[config.mk]
export PLATFORM = sky130hd
export DESIGN_NAME = edid_id_and_name_extractor_top_flat
export DESIGN_NICKNAME = d
export VERILOG_FILES = /design/src/hdl/edidx_pkg.sv /design/src/hdl/edidx_ifs.sv /design/src/hdl/edidx_front.sv /design/src/hdl/edidx_queue.sv /design/src/hdl/edidx_back.sv /design/src/hdl/edid_id_and_name_extractor_top.sv /design/src/flat_wrapper.sv
export SDC_FILE = /design/constraint.sdc
export NUM_CORES = 1
export LEC_CHECK = 0
export BUFFER_PORTS_ARGS = -buffer_cell sky130_fd_sc_hd__buf_4
export CAP_MARGIN = 20
export CORE_MARGIN = 2
export CORE_UTILIZATION = 36
export DETAILED_ROUTE_END_ITERATION = 10
export GPL_TIMING_DRIVEN = 0
export PLACE_DENSITY = 0.62
export REMOVE_ABC_BUFFERS = 1
export SLEW_MARGIN = 5
export SYNTH_ARGS = -nofsm -noshare
export SYNTH_HDL_FRONTEND = slang
export SYNTH_SLANG_ARGS = --single-unit
[constraint.sdc]
create_clock -name clock -period 9.9 [get_ports clock]
set_input_delay 1.485 -clock clock [delete_from_list [all_inputs] [get_ports clock]]
set_output_delay 1.485 -clock clock [all_outputs]
set_load 0.05 [all_outputs]
[src/hdl/edidx_pkg.sv]
// edidx_pkg: shared types and constants for the edid id and name extractor
// depends on nothing; imported by every module of the block
`default_nettype none

package edidx_pkg;

   // layout of the base block
   localparam logic [7:0] BLOCK_LEN      = 8'd128;
   localparam logic [7:0] VENDOR_HI_POS  = 8'd8;
   localparam logic [7:0] VENDOR_LO_POS  = 8'd9;
   localparam logic [7:0] DESC_START     = 8'd54;
   localparam logic [7:0] DESC_END       = 8'd126;

   // offsets within one 18-byte descriptor
   localparam logic [4:0] REL_HDR_FIRST  = 5'd0;
   localparam logic [4:0] REL_HDR_SECOND = 5'd1;
   localparam logic [4:0] REL_HDR_THIRD  = 5'd2;
   localparam logic [4:0] REL_TAG        = 5'd3;
   localparam logic [4:0] REL_RESERVED   = 5'd4;
   localparam logic [4:0] REL_LAST       = 5'd17;

   // character codes
   localparam logic [7:0] NAME_TAG       = 8'hFC;
   localparam logic [7:0] CHAR_NUL       = 8'h00;
   localparam logic [7:0] CHAR_LF        = 8'h0A;
   localparam logic [7:0] CHAR_CR        = 8'h0D;
   localparam logic [7:0] CHAR_SPACE     = 8'h20;
   localparam logic [7:0] CHAR_TILDE     = 8'h7E;
   localparam logic [2:0] LETTER_BASE    = 3'b010;  // 64 as the top bits of a letter

   // largest name the block can hold
   localparam int STORE_DEPTH = 13;

   // one finished run, handed from the front part to the back part
   typedef struct packed {
      logic                        status;
      logic [7:0]                  letter_a;
      logic [7:0]                  letter_b;
      logic [7:0]                  letter_c;
      logic                        name_present;
      logic [3:0]                  name_length;
      logic [STORE_DEPTH-1:0][7:0] name;
   } run_summary_type;

   // handshake between the front part and the queue
   typedef struct packed {
      logic            push;
      run_summary_type data;
   } push_word_type;

endpackage

`default_nettype wire

[src/hdl/edidx_ifs.sv]
// edidx_ifs: valid/ready channel interfaces for edid bytes and name results
// stand alone; used by the top level, the front part and the back part
`default_nettype none

// byte channel into the block
interface edidx_req_if;
   logic       valid;
   logic       ready;
   logic [7:0] edid_byte;
   logic       last_byte;

   modport source (output valid, edid_byte, last_byte, input ready);
   modport sink   (input valid, edid_byte, last_byte, output ready);
endinterface

// result channel out of the block
interface edidx_rsp_if;
   logic       valid;
   logic       ready;
   logic       status;
   logic [7:0] vendor_letter_a;
   logic [7:0] vendor_letter_b;
   logic [7:0] vendor_letter_c;
   logic       name_present;
   logic [3:0] name_length;
   logic [3:0] char_index;
   logic [7:0] name_char;
   logic       last_result;

   modport source (output valid, status, vendor_letter_a, vendor_letter_b, vendor_letter_c,
                   name_present, name_length, char_index, name_char, last_result,
                   input ready);
   modport sink   (input valid, status, vendor_letter_a, vendor_letter_b, vendor_letter_c,
                   name_present, name_length, char_index, name_char, last_result,
                   output ready);
endinterface

`default_nettype wire

[src/hdl/edidx_front.sv]
// edidx_front: parses incoming bytes, keeps vendor bytes and the captured name,
// and pushes one run summary on the last byte; depends on edidx_pkg, edidx_ifs
`default_nettype none

module edidx_front
   import edidx_pkg::*;
#(
   parameter int NAME_CAPACITY = 13
) (
   input  wire logic   clock,
   input  wire logic   reset,
   edidx_req_if.sink   req_if,
   input  wire logic   queue_full,
   output push_word_type push_word
);

   localparam int IDX_W = (NAME_CAPACITY > 1) ? $clog2(NAME_CAPACITY) : 1;
   localparam logic [3:0] CAP = 4'(NAME_CAPACITY);

   logic [7:0] pos_ff, pos_in;
   logic [4:0] rel_ff, rel_in;
   logic [7:0] vendor_high_ff, vendor_high_in;
   logic [7:0] vendor_low_ff, vendor_low_in;
   logic       hdr_match_ff, hdr_match_in;
   logic       capture_ff, capture_in;
   logic       name_done_ff, name_done_in;
   logic [3:0] captured_ff, captured_in;
   logic [3:0] trimmed_ff, trimmed_in;
   logic [7:0] store_ff [NAME_CAPACITY];

   logic       accept;
   logic       store_wr;
   logic [7:0] store_char;
   logic [7:0] b;
   logic       short_buf;
   logic [STORE_DEPTH-1:0][7:0] name_flat;

   assign req_if.ready = !queue_full;
   assign accept       = req_if.valid && req_if.ready;
   assign b            = req_if.edid_byte;

   // name bytes laid out for the summary, zero above the capacity
   for (genvar i = 0; i < STORE_DEPTH; i++) begin : g_name
      if (i < NAME_CAPACITY) begin : g_used
         assign name_flat[i] = store_ff[i];
      end else begin : g_unused
         assign name_flat[i] = CHAR_NUL;
      end
   end

   // per-byte parse and end-of-run summary
   always_comb begin
      pos_in         = pos_ff;
      rel_in         = rel_ff;
      vendor_high_in = vendor_high_ff;
      vendor_low_in  = vendor_low_ff;
      hdr_match_in   = hdr_match_ff;
      capture_in     = capture_ff;
      name_done_in   = name_done_ff;
      captured_in    = captured_ff;
      trimmed_in     = trimmed_ff;
      store_wr       = 1'b0;
      store_char     = (b >= CHAR_SPACE && b <= CHAR_TILDE) ? b : CHAR_SPACE;
      push_word      = '0;

      if (accept && pos_ff < BLOCK_LEN) begin
         pos_in = pos_ff + 8'd1;
         if (pos_ff == VENDOR_HI_POS) vendor_high_in = b;
         if (pos_ff == VENDOR_LO_POS) vendor_low_in = b;
         if (pos_ff >= DESC_START && pos_ff < DESC_END) begin
            rel_in = (rel_ff == REL_LAST) ? 5'd0 : rel_ff + 5'd1;
            unique case (rel_ff) inside
               REL_HDR_FIRST: begin
                  capture_in   = 1'b0;
                  hdr_match_in = !name_done_ff && b == CHAR_NUL;
               end
               REL_HDR_SECOND, REL_HDR_THIRD: begin
                  hdr_match_in = hdr_match_ff && b == CHAR_NUL;
               end
               REL_TAG: begin
                  if (hdr_match_ff && b == NAME_TAG) begin
                     name_done_in = 1'b1;
                     capture_in   = 1'b1;
                  end
                  hdr_match_in = 1'b0;
               end
               REL_RESERVED: begin
               end
               default: begin
                  if (capture_ff) begin
                     if (b == CHAR_LF || b == CHAR_CR || b == CHAR_NUL) begin
                        capture_in = 1'b0;
                     end else if (captured_ff < CAP) begin
                        store_wr    = 1'b1;
                        captured_in = captured_ff + 4'd1;
                        if (store_char != CHAR_SPACE) trimmed_in = captured_ff + 4'd1;
                        if (captured_ff + 4'd1 >= CAP) capture_in = 1'b0;
                     end else begin
                        capture_in = 1'b0;
                     end
                  end
                  if (rel_ff == REL_LAST) capture_in = 1'b0;
               end
            endcase
         end
      end

      // summary of the run on the last word, then back to a fresh run
      short_buf = pos_in < BLOCK_LEN;
      if (accept && req_if.last_byte) begin
         push_word.push               = 1'b1;
         push_word.data.status        = short_buf;
         push_word.data.letter_a      = {LETTER_BASE, vendor_high_in[6:2]};
         push_word.data.letter_b      = {LETTER_BASE, vendor_high_in[1:0], vendor_low_in[7:5]};
         push_word.data.letter_c      = {LETTER_BASE, vendor_low_in[4:0]};
         push_word.data.name_present  = !short_buf && captured_in != 4'd0;
         push_word.data.name_length   = short_buf ? 4'd0 : trimmed_in;
         push_word.data.name          = name_flat;
         pos_in         = '0;
         rel_in         = '0;
         vendor_high_in = '0;
         vendor_low_in  = '0;
         hdr_match_in   = 1'b0;
         capture_in     = 1'b0;
         name_done_in   = 1'b0;
         captured_in    = '0;
         trimmed_in     = '0;
      end
   end

   // control registers
   always_ff @(posedge clock) begin
      if (reset) begin
         pos_ff         <= '0;
         rel_ff         <= '0;
         vendor_high_ff <= '0;
         vendor_low_ff  <= '0;
         hdr_match_ff   <= 1'b0;
         capture_ff     <= 1'b0;
         name_done_ff   <= 1'b0;
         captured_ff    <= '0;
         trimmed_ff     <= '0;
      end else begin
         pos_ff         <= pos_in;
         rel_ff         <= rel_in;
         vendor_high_ff <= vendor_high_in;
         vendor_low_ff  <= vendor_low_in;
         hdr_match_ff   <= hdr_match_in;
         capture_ff     <= capture_in;
         name_done_ff   <= name_done_in;
         captured_ff    <= captured_in;
         trimmed_ff     <= trimmed_in;
      end
   end

   // name store, written at the capture count
   always_ff @(posedge clock) begin
      if (store_wr) store_ff[captured_ff[IDX_W-1:0]] <= store_char;
   end

endmodule

`default_nettype wire

[src/hdl/edidx_queue.sv]
// edidx_queue: two-entry queue of run summaries between the front and back parts
// depends on edidx_pkg
`default_nettype none

module edidx_queue
   import edidx_pkg::*;
(
   input  wire logic      clock,
   input  wire logic      reset,
   input  wire push_word_type push_word,
   output logic           full,
   input  wire logic      pop,
   output logic           head_valid,
   output run_summary_type head_data
);

   run_summary_type entry_ff [2];
   logic       wr_ptr_ff, wr_ptr_in;
   logic       rd_ptr_ff, rd_ptr_in;
   logic [1:0] count_ff, count_in;
   logic       do_push, do_pop;

   assign full       = count_ff == 2'd2;
   assign head_valid = count_ff != 2'd0;
   assign head_data  = entry_ff[rd_ptr_ff];
   assign do_push    = push_word.push && !full;
   assign do_pop     = pop && head_valid;

   // pointer and fill count update
   always_comb begin
      wr_ptr_in = do_push ? !wr_ptr_ff : wr_ptr_ff;
      rd_ptr_in = do_pop ? !rd_ptr_ff : rd_ptr_ff;
      count_in  = count_ff + {1'b0, do_push} - {1'b0, do_pop};
   end

   always_ff @(posedge clock) begin
      if (reset) begin
         wr_ptr_ff <= 1'b0;
         rd_ptr_ff <= 1'b0;
         count_ff  <= '0;
      end else begin
         wr_ptr_ff <= wr_ptr_in;
         rd_ptr_ff <= rd_ptr_in;
         count_ff  <= count_in;
      end
   end

   // entry storage
   always_ff @(posedge clock) begin
      if (do_push) entry_ff[wr_ptr_ff] <= push_word.data;
   end

endmodule

`default_nettype wire

[src/hdl/edidx_back.sv]
// edidx_back: walks the name of the summary at the queue head and sends one result word
// per character (one if empty) via an output register; depends on edidx_pkg, edidx_ifs
`default_nettype none

module edidx_back
   import edidx_pkg::*;
(
   input  wire logic       clock,
   input  wire logic       reset,
   input  wire logic       head_valid,
   input  wire run_summary_type head_data,
   output logic            pop,
   edidx_rsp_if.source     rsp_if
);

   logic [3:0] k_ff, k_in;
   logic       valid_ff, valid_in;
   logic       status_ff, name_present_ff, last_ff;
   logic [7:0] letter_a_ff, letter_b_ff, letter_c_ff, char_ff;
   logic [3:0] length_ff, index_ff;
   logic       load, is_last;
   logic [7:0] char_sel;

   assign load    = head_valid && (!valid_ff || rsp_if.ready);
   assign is_last = ({1'b0, k_ff} + 5'd1) >= {1'b0, head_data.name_length};
   assign pop     = load && is_last;

   // character counter and output valid
   always_comb begin
      k_in     = k_ff;
      valid_in = valid_ff;
      char_sel = (head_data.name_length != 4'd0) ? head_data.name[k_ff] : CHAR_NUL;
      if (load) begin
         valid_in = 1'b1;
         k_in     = is_last ? 4'd0 : k_ff + 4'd1;
      end else if (rsp_if.ready) begin
         valid_in = 1'b0;
      end
   end

   always_ff @(posedge clock) begin
      if (reset) begin
         k_ff     <= '0;
         valid_ff <= 1'b0;
      end else begin
         k_ff     <= k_in;
         valid_ff <= valid_in;
      end
   end

   // output word register
   always_ff @(posedge clock) begin
      if (load) begin
         status_ff       <= head_data.status;
         letter_a_ff     <= head_data.letter_a;
         letter_b_ff     <= head_data.letter_b;
         letter_c_ff     <= head_data.letter_c;
         name_present_ff <= head_data.name_present;
         length_ff       <= head_data.name_length;
         index_ff        <= k_ff;
         char_ff         <= char_sel;
         last_ff         <= is_last;
      end
   end

   assign rsp_if.valid           = valid_ff;
   assign rsp_if.status          = status_ff;
   assign rsp_if.vendor_letter_a = letter_a_ff;
   assign rsp_if.vendor_letter_b = letter_b_ff;
   assign rsp_if.vendor_letter_c = letter_c_ff;
   assign rsp_if.name_present    = name_present_ff;
   assign rsp_if.name_length     = length_ff;
   assign rsp_if.char_index      = index_ff;
   assign rsp_if.name_char       = char_ff;
   assign rsp_if.last_result     = last_ff;

endmodule

`default_nettype wire

[src/hdl/edid_id_and_name_extractor_top.sv]
// edid_id_and_name_extractor_top: one edid byte per cycle in while the queue is not
// full; results leave one word per cycle while the receiver is ready.
// a run yields max(1, name length) words; the back part's output register sets
// the result rate and the two-entry summary queue lets input continue meanwhile.
// synchronous active-high reset clears all run state; the name store keeps its data.
// depends on edidx_pkg, edidx_ifs, edidx_front, edidx_queue, edidx_back
`default_nettype none

module edid_id_and_name_extractor_top
   import edidx_pkg::*;
#(
   parameter int NAME_CAPACITY = 13
) (
   input  wire logic   clock,
   input  wire logic   reset,
   edidx_req_if.sink   req_if,
   edidx_rsp_if.source rsp_if
);

   push_word_type   push_word;
   logic            queue_full;
   logic            pop;
   logic            head_valid;
   run_summary_type head_data;

   // byte parsing and name capture
   edidx_front #(.NAME_CAPACITY(NAME_CAPACITY)) u_front (
      .clock      (clock),
      .reset      (reset),
      .req_if     (req_if),
      .queue_full (queue_full),
      .push_word  (push_word)
   );

   // run summaries waiting for the back part
   edidx_queue u_queue (
      .clock      (clock),
      .reset      (reset),
      .push_word  (push_word),
      .full       (queue_full),
      .pop        (pop),
      .head_valid (head_valid),
      .head_data  (head_data)
   );

   // result word generation
   edidx_back u_back (
      .clock      (clock),
      .reset      (reset),
      .head_valid (head_valid),
      .head_data  (head_data),
      .pop        (pop),
      .rsp_if     (rsp_if)
   );

endmodule

`default_nettype wire

[src/flat_wrapper.sv]
// flat-port wrapper written by rule: the top's interface ports become plain ports
module edid_id_and_name_extractor_top_flat import edidx_pkg::*;
#(
   parameter int NAME_CAPACITY = 13
)
  (clock, reset, req_if_valid, req_if_edid_byte, req_if_last_byte, req_if_ready, rsp_if_valid, rsp_if_status, rsp_if_vendor_letter_a, rsp_if_vendor_letter_b, rsp_if_vendor_letter_c, rsp_if_name_present, rsp_if_name_length, rsp_if_char_index, rsp_if_name_char, rsp_if_last_result, rsp_if_ready);
  edidx_req_if req_if_i ();
  edidx_rsp_if rsp_if_i ();
  input  wire logic clock;
  input  wire logic reset;
  input wire logic [$bits(req_if_i.valid)-1:0] req_if_valid;
  input wire logic [$bits(req_if_i.edid_byte)-1:0] req_if_edid_byte;
  input wire logic [$bits(req_if_i.last_byte)-1:0] req_if_last_byte;
  output wire logic [$bits(req_if_i.ready)-1:0] req_if_ready;
  output wire logic [$bits(rsp_if_i.valid)-1:0] rsp_if_valid;
  output wire logic [$bits(rsp_if_i.status)-1:0] rsp_if_status;
  output wire logic [$bits(rsp_if_i.vendor_letter_a)-1:0] rsp_if_vendor_letter_a;
  output wire logic [$bits(rsp_if_i.vendor_letter_b)-1:0] rsp_if_vendor_letter_b;
  output wire logic [$bits(rsp_if_i.vendor_letter_c)-1:0] rsp_if_vendor_letter_c;
  output wire logic [$bits(rsp_if_i.name_present)-1:0] rsp_if_name_present;
  output wire logic [$bits(rsp_if_i.name_length)-1:0] rsp_if_name_length;
  output wire logic [$bits(rsp_if_i.char_index)-1:0] rsp_if_char_index;
  output wire logic [$bits(rsp_if_i.name_char)-1:0] rsp_if_name_char;
  output wire logic [$bits(rsp_if_i.last_result)-1:0] rsp_if_last_result;
  input wire logic [$bits(rsp_if_i.ready)-1:0] rsp_if_ready;
  assign req_if_i.valid = req_if_valid;
  assign req_if_i.edid_byte = req_if_edid_byte;
  assign req_if_i.last_byte = req_if_last_byte;
  assign req_if_ready = req_if_i.ready;
  assign rsp_if_valid = rsp_if_i.valid;
  assign rsp_if_status = rsp_if_i.status;
  assign rsp_if_vendor_letter_a = rsp_if_i.vendor_letter_a;
  assign rsp_if_vendor_letter_b = rsp_if_i.vendor_letter_b;
  assign rsp_if_vendor_letter_c = rsp_if_i.vendor_letter_c;
  assign rsp_if_name_present = rsp_if_i.name_present;
  assign rsp_if_name_length = rsp_if_i.name_length;
  assign rsp_if_char_index = rsp_if_i.char_index;
  assign rsp_if_name_char = rsp_if_i.name_char;
  assign rsp_if_last_result = rsp_if_i.last_result;
  assign rsp_if_i.ready = rsp_if_ready;
  edid_id_and_name_extractor_top #(.NAME_CAPACITY(NAME_CAPACITY)) u_core (.clock(clock), .reset(reset), .req_if(req_if_i), .rsp_if(rsp_if_i));
endmodule
==> impl_metrics.env <==
export IMPL_drive_gt1_frac=0.186
export IMPL_netSwitchingFraction=0.257
export IMPL_port_buffers=51
export IMPL_synth_edf_count=391
export IMPL_synth_xor_area_share=0.00910
export IMPL_grt_max_degree=111
export IMPL_max_cap_viol_count=0
export IMPL_path_class="in2reg"
export IMPL_cts_buffer_depth=3
export IMPL_tightest_slew_ns=0.899
export IMPL_pwr_share_comb=0.161
export IMPL_required_ns=10.13
export IMPL_initial_core_util=0.364
export IMPL_fin_worst_skew_ns=0.0198
export IMPL_core_area_um2=47600
export IMPL_synthAdderAreaFrac=0.0137
export IMPL_ff2ff_path_depth=8
export IMPL_hold_class="reg2reg"
export IMPL_cts_sinks=440
export IMPL_track_usage=0.133
export IMPL_cp_start_kind="input port"
export IMPL_min_period_ns=3.98
export IMPL_path_cells="buf_4, nand3_1, buf_8, clkinv_4, and2_4, buf_16, buf_16"
export IMPL_synth_simple_gate_area_frac=0.0931
export IMPL_ys_warn_count=0
export IMPL_drt_initial_drc_count=540
export IMPL_wl_mm=33.2
export IMPL_synth_avg_cell_area_um2=16.6
export IMPL_rsz0062_at_grt="no"
export IMPL_final_cell_mix="391 x edfxtp_1, 117 x and2_1, 69 x nor2_1, 61 x mux2i_1, 54 x buf_4"
export IMPL_die_area_um2=49900
export IMPL_powerDensity_nw_per_um2=230
export IMPL_cp_end_kind="register"
export IMPL_area_delta_synth_final_pct=16.2
export IMPL_dieHeight_um=223
export IMPL_p_int_mw=3.44
export IMPL_dr_total_vias=8736
export IMPL_syn_cell_area_um2=17300
export IMPL_cts_buffers=45
export IMPL_worstPathArrival_ns=4.20
export IMPL_synth_top_family_by_area="multiplexers"
export IMPL_drtPass1Iterations=5
export IMPL_drc=0
export IMPL_crit_fanout=110
export IMPL_fin_area_um2=20100
export IMPL_h_tree_depth=2
export IMPL_ys_seq_area_frac=0.734
export IMPL_setup_violations=0
export IMPL_ys_async_sr_fraction=0
export IMPL_hold_viol_final=0
export IMPL_slew_violations=0
export IMPL_clock_power_share=0.356
export IMPL_die_w_um=223
export IMPL_nets=1155
export IMPL_hold_slack_ns=0.488
export IMPL_placementRows=80
export IMPL_synthMuxAreaShare=0.0963
export IMPL_worstSkewPairLatency_ns=0.55
export IMPL_critPathSlowestCell="and2_4"
export IMPL_drt_wirelength_per_cell_um=18.7
export IMPL_ant_nets=0
export IMPL_place_gp_congestion=0.775
export IMPL_cts_tree="yes"
export IMPL_fin_util=0.423
export IMPL_dp_hpwl_mm=19.9
export IMPL_grt_pass1_wl_mm=51.2
export IMPL_diodes=0
export IMPL_pwr_share_seq=0.483
export IMPL_status="finished, final reports clean"
export IMPL_post_cts_buffers=0
export IMPL_period_share=0.402
export IMPL_vias_per_cell=4.93
export IMPL_antenna_found_initial=0
export IMPL_relSlewSlack=0.399
export IMPL_ys_seq_elements=440
export IMPL_hold_depth=2
export IMPL_worst_path_buf_inv=5
export IMPL_placed_area_um2=18700
export IMPL_grt_pass1_vias=9024
export IMPL_layout_commonest_cell="edfxtp_1"
export IMPL_clkTransAtPathRegs_ns=0.06
export IMPL_preCtsSetupSlack_ns=5.30
export IMPL_cts_resized_gates=0
export IMPL_ioPinCount=58
export IMPL_critical_path_top_delay_family="buffers and inverters"
export IMPL_cpPeakStageDelay_ns=0.73
export IMPL_holdBufCountCts=0
export IMPL_path_depth=7
export IMPL_leakagePower_nw=6.69
export IMPL_synth_compound_area_frac=0.0342
export IMPL_synthCells=1041
export IMPL_n_fill_cell=4246
export IMPL_fin_ws_ns=5.92
export IMPL_max_freq_ghz=0.251
export IMPL_cpMostUsedCell="buf_16"
export IMPL_clockRootBuffer="clkbuf_16"
export IMPL_vdd_drop_max_mv=0.132
export IMPL_grt_overflow=0
export IMPL_yosysUniqueCellTypes=60
export IMPL_power_switching_mw=1.19
export IMPL_synth_ff_type="edfxtp_1"
-- cell type report --
| cell class | instances | area [um2] | area share |
|---|---|---|---|
| multi-input combinational | 550 | 4370 | 0.217 |
| clock buffer | 61 | 1240 | 0.0615 |
| clock inverter | 21 | 201 | 0.0100 |
| sequential | 440 | 12700 | 0.632 |
| inverter | 16 | 65.1 | 0.00323 |
| tap | 615 | 769 | 0.0382 |
| timing repair buffer | 70 | 764 | 0.0380 |
-- worst reg2reg max path, delay by kind of cell, from the launching register on --
family | cells | cell delay (ns)
buffers and inverters | 5 | 1.60
DFF | 1 | 0.34
and+or+nand+nor | 3 | 1.37
-- per-layer routing --
layer,up-vias,GRT usage,wire length (um)
met5,-,0.0156,110
met4,2,0.0389,723
met3,47,0.0227,1280
met2,150,0.221,15900
met1,4415,0.180,15100
li1,4122,-,-
-- cells in the mapped netlist (2+ instances only) --
cell type,instances,area share
or3_1,9,0.0032
nand2b_1,7,0.0025
o21bai_1,2,0.00087
nand4_1,4,0.0014
or4_1,2,0.00087
clkbuf_1,27,0.0058
o21ai_0,19,0.0055
a21o_1,2,0.00087
buf_1,3,0.00065
nor3_1,10,0.0029
nand3_1,6,0.0017
mux2i_1,61,0.035
o22ai_1,13,0.0047
a311oi_1,3,0.0015
nand4b_1,2,0.0010
xor2_1,8,0.0040
nor2b_1,11,0.0040
xnor2_1,10,0.0051
or4_4,4,0.0026
inv_1,15,0.0032
a41oi_1,2,0.0010
mux4_2,36,0.047
a2111oi_0,4,0.0020
dfxtp_1,49,0.057
and3_1,10,0.0036
buf_4,13,0.0056
a21oi_1,13,0.0038
nor4_1,3,0.0011
mux2_2,22,0.014
a211oi_1,10,0.0043
nand2_1,24,0.0052
buf_6,2,0.0013
o221ai_1,4,0.0020
edfxtp_1,391,0.68
ha_1,19,0.014
buf_2,8,0.0023
nor2_1,70,0.015
and2_1,118,0.043
a31o_2,2,0.0010
nand3_2,2,0.0012
o21a_1,2,0.00087
-- through the flow --
| step | setup TNS, ns | power [mW] | std cells |
|---|---|---|---|
| after detailed placement | 0 | 3.04 | 1689 |
| after floorplan | 0 | 2.79 | 1006 |
| after CTS | 0 | 4.69 | 1771 |
| after global placement | -287.07 | 3.04 | 1672 |
| final | 0 | 4.63 | 1773 |
| after global routing | 0 | 4.81 | 1773 |
-- power groups by stage --
stage | Sequential (mW) | Clock, mW | Combinational, mW
4_1_cts | 2.24 | 1.69 | 0.761
6_report | 2.24 | 1.65 | 0.746
5_1_grt | 2.25 | 1.76 | 0.806
2_1_floorplan | 2.48 | 0 | 0.317
3_3_place_gp | 2.36 | 0 | 0.675
3_5_place_dp | 2.28 | 0 | 0.759
-- flip-flops by register name, summed over array words and instances, names as in the netlist, 2 cells and up, named ones only --
register                              count
u_core.u_front.captured_ff                4
u_core.u_back.rsp_if.vendor_letter_b      5
u_core.u_front.trimmed_ff                 4
u_core.u_back.rsp_if.name_length          4
u_core.u_back.rsp_if.vendor_letter_c      6
u_core.u_back.rsp_if.name_char            8
u_core.u_front.vendor_high_ff             7
u_core.u_front.pos_ff                     8
u_core.u_front.store_ff                 104
u_core.u_front.rel_ff                     5
u_core.u_back.rsp_if.vendor_letter_a      5
u_core.u_queue.count_ff                   2
u_core.u_queue.entry_ff                 252
u_core.u_back.k_ff                        4
u_core.u_front.vendor_low_ff              8
u_core.u_back.rsp_if.char_index           4
-- cell families (layout without fill, tap and decap cells) --
logic type | count (synthesis) | count (layout)
buf+inv | 69 | 168
fa+ha+maj | 19 | 19
other cells | 1 | 19
xor+xnor | 18 | 18
compound gates | 85 | 85
simple gates | 290 | 290
mux | 119 | 119
flops | 440 | 440
-- final timing paths --
path                               startpoint                             to  slack [ns]
hold reg to reg   u_core.u_front.name_done_ff    u_core.u_front.name_done_ff        0.49
setup reg to reg   u_core.u_queue.count_ff[1]  u_core.u_queue.entry_ff[1][1]        6.26
hold / removal    u_core.u_front.name_done_ff    u_core.u_front.name_done_ff        0.49
setup / recovery                 req_if_valid  u_core.u_queue.entry_ff[1][1]        5.92
Power figures use the tool's default switching activity.
